[src/sv/ilir_pkg.sv]
// Shared types, operation and status codes for the indexed list block.
package ilir_pkg;

    localparam int DEFAULT_CAPACITY = 64;

    localparam logic [2:0] OP_READ   = 3'd0;
    localparam logic [2:0] OP_WRITE  = 3'd1;
    localparam logic [2:0] OP_APPEND = 3'd2;
    localparam logic [2:0] OP_INSERT = 3'd3;
    localparam logic [2:0] OP_REMOVE = 3'd4;
    localparam logic [2:0] OP_SETLEN = 3'd5;

    localparam logic [1:0] ST_OK    = 2'd0;
    localparam logic [1:0] ST_RANGE = 2'd1;
    localparam logic [1:0] ST_FULL  = 2'd2;
    localparam logic [1:0] ST_OVER  = 2'd3;

    typedef struct packed {
        logic [2:0]         func;
        logic [6:0]         index;
        logic signed [31:0] value;
        logic [6:0]         new_length;
    } req_item_t;

    typedef struct packed {
        logic signed [31:0] read_data;
        logic [6:0]         length;
        logic [1:0]         status;
    } rsp_item_t;

    // Command broadcast to every cell of the row.
    typedef struct packed {
        logic               take;
        logic               rd;
        logic               wr;
        logic               ins;
        logic               rem;
        logic               fill;
        logic signed [31:0] value;
    } cell_cmd_t;

endpackage

[src/sv/ilir_cell.sv]
// One storage cell of the list: holds one word and trades it with its neighbors.
module ilir_cell
    import ilir_pkg::*;
#(
    parameter int CELL_IDX = 0,
    parameter int CMPW     = 7,
    parameter bit IS_LAST  = 1'b0
)
(
    input  logic                clk,
    input  cell_cmd_t           cmd,
    input  logic [CMPW-1:0]     pos,
    input  logic [CMPW-1:0]     count,
    input  logic [CMPW-1:0]     new_length,
    input  logic signed [31:0]  left_word,
    input  logic signed [31:0]  right_word,
    output logic signed [31:0]  word,
    output logic signed [31:0]  rd_word
);

    localparam logic [CMPW-1:0] MY_IDX = CMPW'(CELL_IDX);

    logic signed [31:0] word_reg;
    logic signed [31:0] word_next;
    logic signed [31:0] rd_word_reg;

    always_comb
    begin
        word_next = word_reg;
        if (cmd.take)
        begin
            if ((cmd.wr || cmd.ins) && MY_IDX == pos)
            begin
                word_next = cmd.value;
            end
            else if (cmd.ins && MY_IDX > pos)
            begin
                word_next = left_word;
            end
            else if (cmd.rem && MY_IDX >= pos && !IS_LAST)
            begin
                word_next = right_word;
            end
            else if (cmd.fill && MY_IDX >= count && MY_IDX < new_length)
            begin
                word_next = cmd.value;
            end
        end
    end

    always_ff @(posedge clk)
    begin
        word_reg <= word_next;
        if (cmd.take)
        begin
            rd_word_reg <= (cmd.rd && MY_IDX == pos) ? word_reg : '0;
        end
    end

    assign word    = word_reg;
    assign rd_word = rd_word_reg;

endmodule

[config.mk]
export PLATFORM = sky130hd
export DESIGN_NAME = ilir_cell
export DESIGN_NICKNAME = d
export VERILOG_FILES = /design/src/sv/ilir_pkg.sv /design/src/sv/ilir_cell.sv
export SDC_FILE = /design/constraint.sdc
export NUM_CORES = 1
export LEC_CHECK = 0
export BUFFER_PORTS_ARGS = -buffer_cell sky130_fd_sc_hd__buf_4
export CORE_ASPECT_RATIO = 2
export CORE_MARGIN = 2
export CORE_UTILIZATION = 41
export CTS_CLUSTER_DIAMETER = 200
export DETAILED_ROUTE_END_ITERATION = 16
export PLACE_DENSITY = 0.82
export SLEW_MARGIN = 25
export SYNTH_ARGS = -nofsm -noshare
export SYNTH_HDL_FRONTEND = slang
export SYNTH_SLANG_ARGS = --single-unit
[constraint.sdc]
create_clock -name clk -period 5.1 [get_ports clk]
set_input_delay 1.02 -clock clk [delete_from_list [all_inputs] [get_ports clk]]
set_output_delay 1.02 -clock clk [all_outputs]
set_load 0.005 [all_outputs]
==> results.json <==
{
  "post_drt_wl_per_cell_um": 15.4,
  "irDropWorstVdd_uv": 173,
  "grt_first_pass_wirelength_um": 8850,
  "rrSetupSlack_ns": 4.29,
  "cts_buffers": 9,
  "final-setup-viol-count": 0,
  "grt_pass1_vias": 1830,
  "ant_nets": 0,
  "fmax_ghz": 0.399,
  "rows": 42,
  "die_w_um": 61.8,
  "stdcell_count": 401,
  "finClkSkew_ns": 0.00424,
  "crit_start": "pos[3]",
  "post-route-min-period_ns": 2.51,
  "post-synth-top-area-cell": "edfxtp_1",
  "crit_family": "compound AO/OA/AOI/OAI gates",
  "slowest_stage": "a21boi_4",
  "clkTransAtPathRegs_ns": 0.05,
  "grt_max_degree": 34,
  "crit_end": "word[18]$_DFFE_PP_",
  "ios": 188,
  "ys_types": 18,
  "syn_nets": 270,
  "via_per_inst": 4.60,
  "cts_tree": "built",
  "ys_seq_area_share_pct": 70.1,
  "endpoint_kind": "flop",
  "hp-class": "flop to flop",
  "slew_viol_final": 0,
  "layout.nets": 432,
  "num_vias": 1843,
  "num_antenna_cells": 0,
  "r2r_end": "rd_word[28]$_SDFFCE_PN0P_",
  "r2r_cells": 1,
  "clockBufferDepth": 2,
  "synthTopCellsByArea": "edfxtp_1 70%, mux2_4 16%, and2_1 7.3%, buf_6 1.2%, mux2_2 0.82%",
  "drt_pass1_iterations": 6,
  "area_delta_synth_final_pct": 56.7,
  "r2r-start": "word[28]$_DFFE_PP_",
  "path_buf_inv": 2,
  "yosysTopAreaCellShare_pct": 70.1,
  "netlist_area_mm2": 0.00274,
  "cts-root-buf": "clkbuf_16",
  "worst_pin_slew_ns": 0.777,
  "synthFlopType": "edfxtp_1",
  "drv_cap": 0,
  "drive_gt1_share_pct": 64.9,
  "status": "finished clean",
  "hold_buffers": 0,
  "crit_path_start_kind": "input port",
  "drtIter0Drc": 90,
  "cp.arrival_ns": 2.53,
  "postCtsResizedCells": 0,
  "finalCritPeriodShare_pct": 49.1,
  "drc": 0,
  "worstPathCellList": "buf_4 -> nor3_1 -> o311ai_0 -> a21boi_4 -> buf_16",
  "utilization_pct": 65.4,
  "grt_antenna_before_repair": 0,
  "coreArea_mm2": 0.00657,
  "worstSetupPathType": "input port to flop",
  "cpPeakStageDelay_ns": 0.46,
  "p_leak_nw": 1.97,
  "ys_warn_count": 0,
  "grt_usage_pct": 17.3,
  "rsz0062_at_grt": "no",
  "crit_required_ns": 5.13,
  "clock_latency_ns": 0.32,
  "cp.depth": 5,
  "avgSynthCellArea_um2": 18.8,
  "io_buffers": 155,
  "powerDensity_mw_per_mm2": 292,
  "synth_edf_count": 64,
  "dieHeight_um": 120,
  "setup_tns_ns": 0,
  "die_area_mm2": 0.00740,
  "async_flop_share_pct": 0,
  "gr-total-overflow": 0,
  "wl_um": 6180,
  "path_max_fanout": 23,
  "cts_setup_buffers": 0,
  "hold_violations": 0,
  "gp_congestion": 0.781,
  "cts_sinks": 64,
  "initial_core_util_pct": 41.7,
  "max_slew_margin_pct": 48.2,
  "htreeDepth": 3,
  "dp_cells": 384,
  "yosys_register_bits": 64,
  "syn_inst": 146
}
through the flow:
| step | instance area, um2 | total power [W] | hold WS [ns] | worst slack [ns] |
|---|---|---|---|---|
| after floorplan | 2740 | 0.000622 | 0.551 | 0.750 |
| after global placement | 3990 | 0.000694 | 0.534 | 2.09 |
| after detailed placement | 3990 | 0.000697 | 0.541 | 1.99 |
| after CTS | 4270 | 0.00126 | 0.552 | 2.34 |
| after global routing | 4300 | 0.00129 | 0.578 | 2.50 |
| final | 4300 | 0.00125 | 0.547 | 2.59 |
logic make-up (layout without fill, tap and decap cells):
group                  Yosys count  after routing  share of synthesized area [%]
flip-flops                      64             64                           70.1
AND/OR/NAND/NOR                 41             41                           10.1
multiplexers                    32             32                           17.3
buffers and inverters            6            173                           1.64
AO/OA/AOI/OAI                    3              3                          0.867
report_power, final:
group | internal [W] | leakage, nW | switching, W | total [W]
Combinational | 0.0000710 | 1.20 | 0.0000267 | 0.0000977
Sequential | 0.000587 | 0.631 | 0.00000254 | 0.000590
Clock | 0.000369 | 0.136 | 0.000196 | 0.000566
layout make-up:
cell class | instances | area (um2)
sequential | 64 | 1920
clock buffer | 10 | 229
clock inverter | 6 | 50.0
tap | 88 | 110
multi-input combinational | 76 | 786
fill | 465 | 2270
timing repair buffer | 157 | 1200
worst min-delay path by stage:
stage               slack, ns                        end               start  depth (start not counted)
finish                   0.55  rd_word[27]$_SDFFCE_PN0P_  word[27]$_DFFE_PP_                          1
global route             0.58  rd_word[26]$_SDFFCE_PN0P_  word[26]$_DFFE_PP_                          1
global placement         0.53  rd_word[22]$_SDFFCE_PN0P_  word[22]$_DFFE_PP_                          1
floorplan                0.55   rd_word[0]$_SDFFCE_PN0P_   word[0]$_DFFE_PP_                          1
CTS                      0.55  rd_word[24]$_SDFFCE_PN0P_  word[24]$_DFFE_PP_                          1
detailed placement       0.54   rd_word[0]$_SDFFCE_PN0P_   word[0]$_DFFE_PP_                          1
cells in the final DEF, fill, tap and decap left out:
| master | netlist | layout |
|---|---|---|
| buf_4 | 0 | 156 |
| a21boi_4 | 0 | 1 |
| nor3_1 | 1 | 1 |
| clkinv_1 | 0 | 4 |
| nor4_1 | 1 | 1 |
| o211ai_1 | 1 | 1 |
| nor4b_1 | 1 | 1 |
| and2_1 | 32 | 32 |
| clkbuf_1 | 3 | 1 |
| buf_16 | 0 | 1 |
| or4_1 | 1 | 1 |
| edfxtp_1 | 64 | 64 |
| clkinv_2 | 0 | 1 |
| clkbuf_16 | 0 | 9 |
| or3_1 | 1 | 1 |
| nor4_4 | 1 | 1 |
| nand4_2 | 1 | 1 |
| mux2_2 | 2 | 2 |
| bufinv_16 | 0 | 1 |
| and3_1 | 1 | 1 |
| mux2_4 | 30 | 30 |
| o311ai_0 | 1 | 1 |
| nor2_1 | 1 | 1 |
Yosys cell counts (2+ instances only):
cell / count
buf_6: 3
clkbuf_1: 3
and2_1: 32
mux2_2: 2
mux2_4: 30
edfxtp_1: 64
layer usage:
metal  routed length, um  track usage (%)  up-vias
met1                2240             19.1      845
met3                 493             4.63       14
li1                    -                -      877
met4                 246             12.1        0
met2                3200             27.4      107
met5                   0                0        -
(Power assumes the default switching activity.)
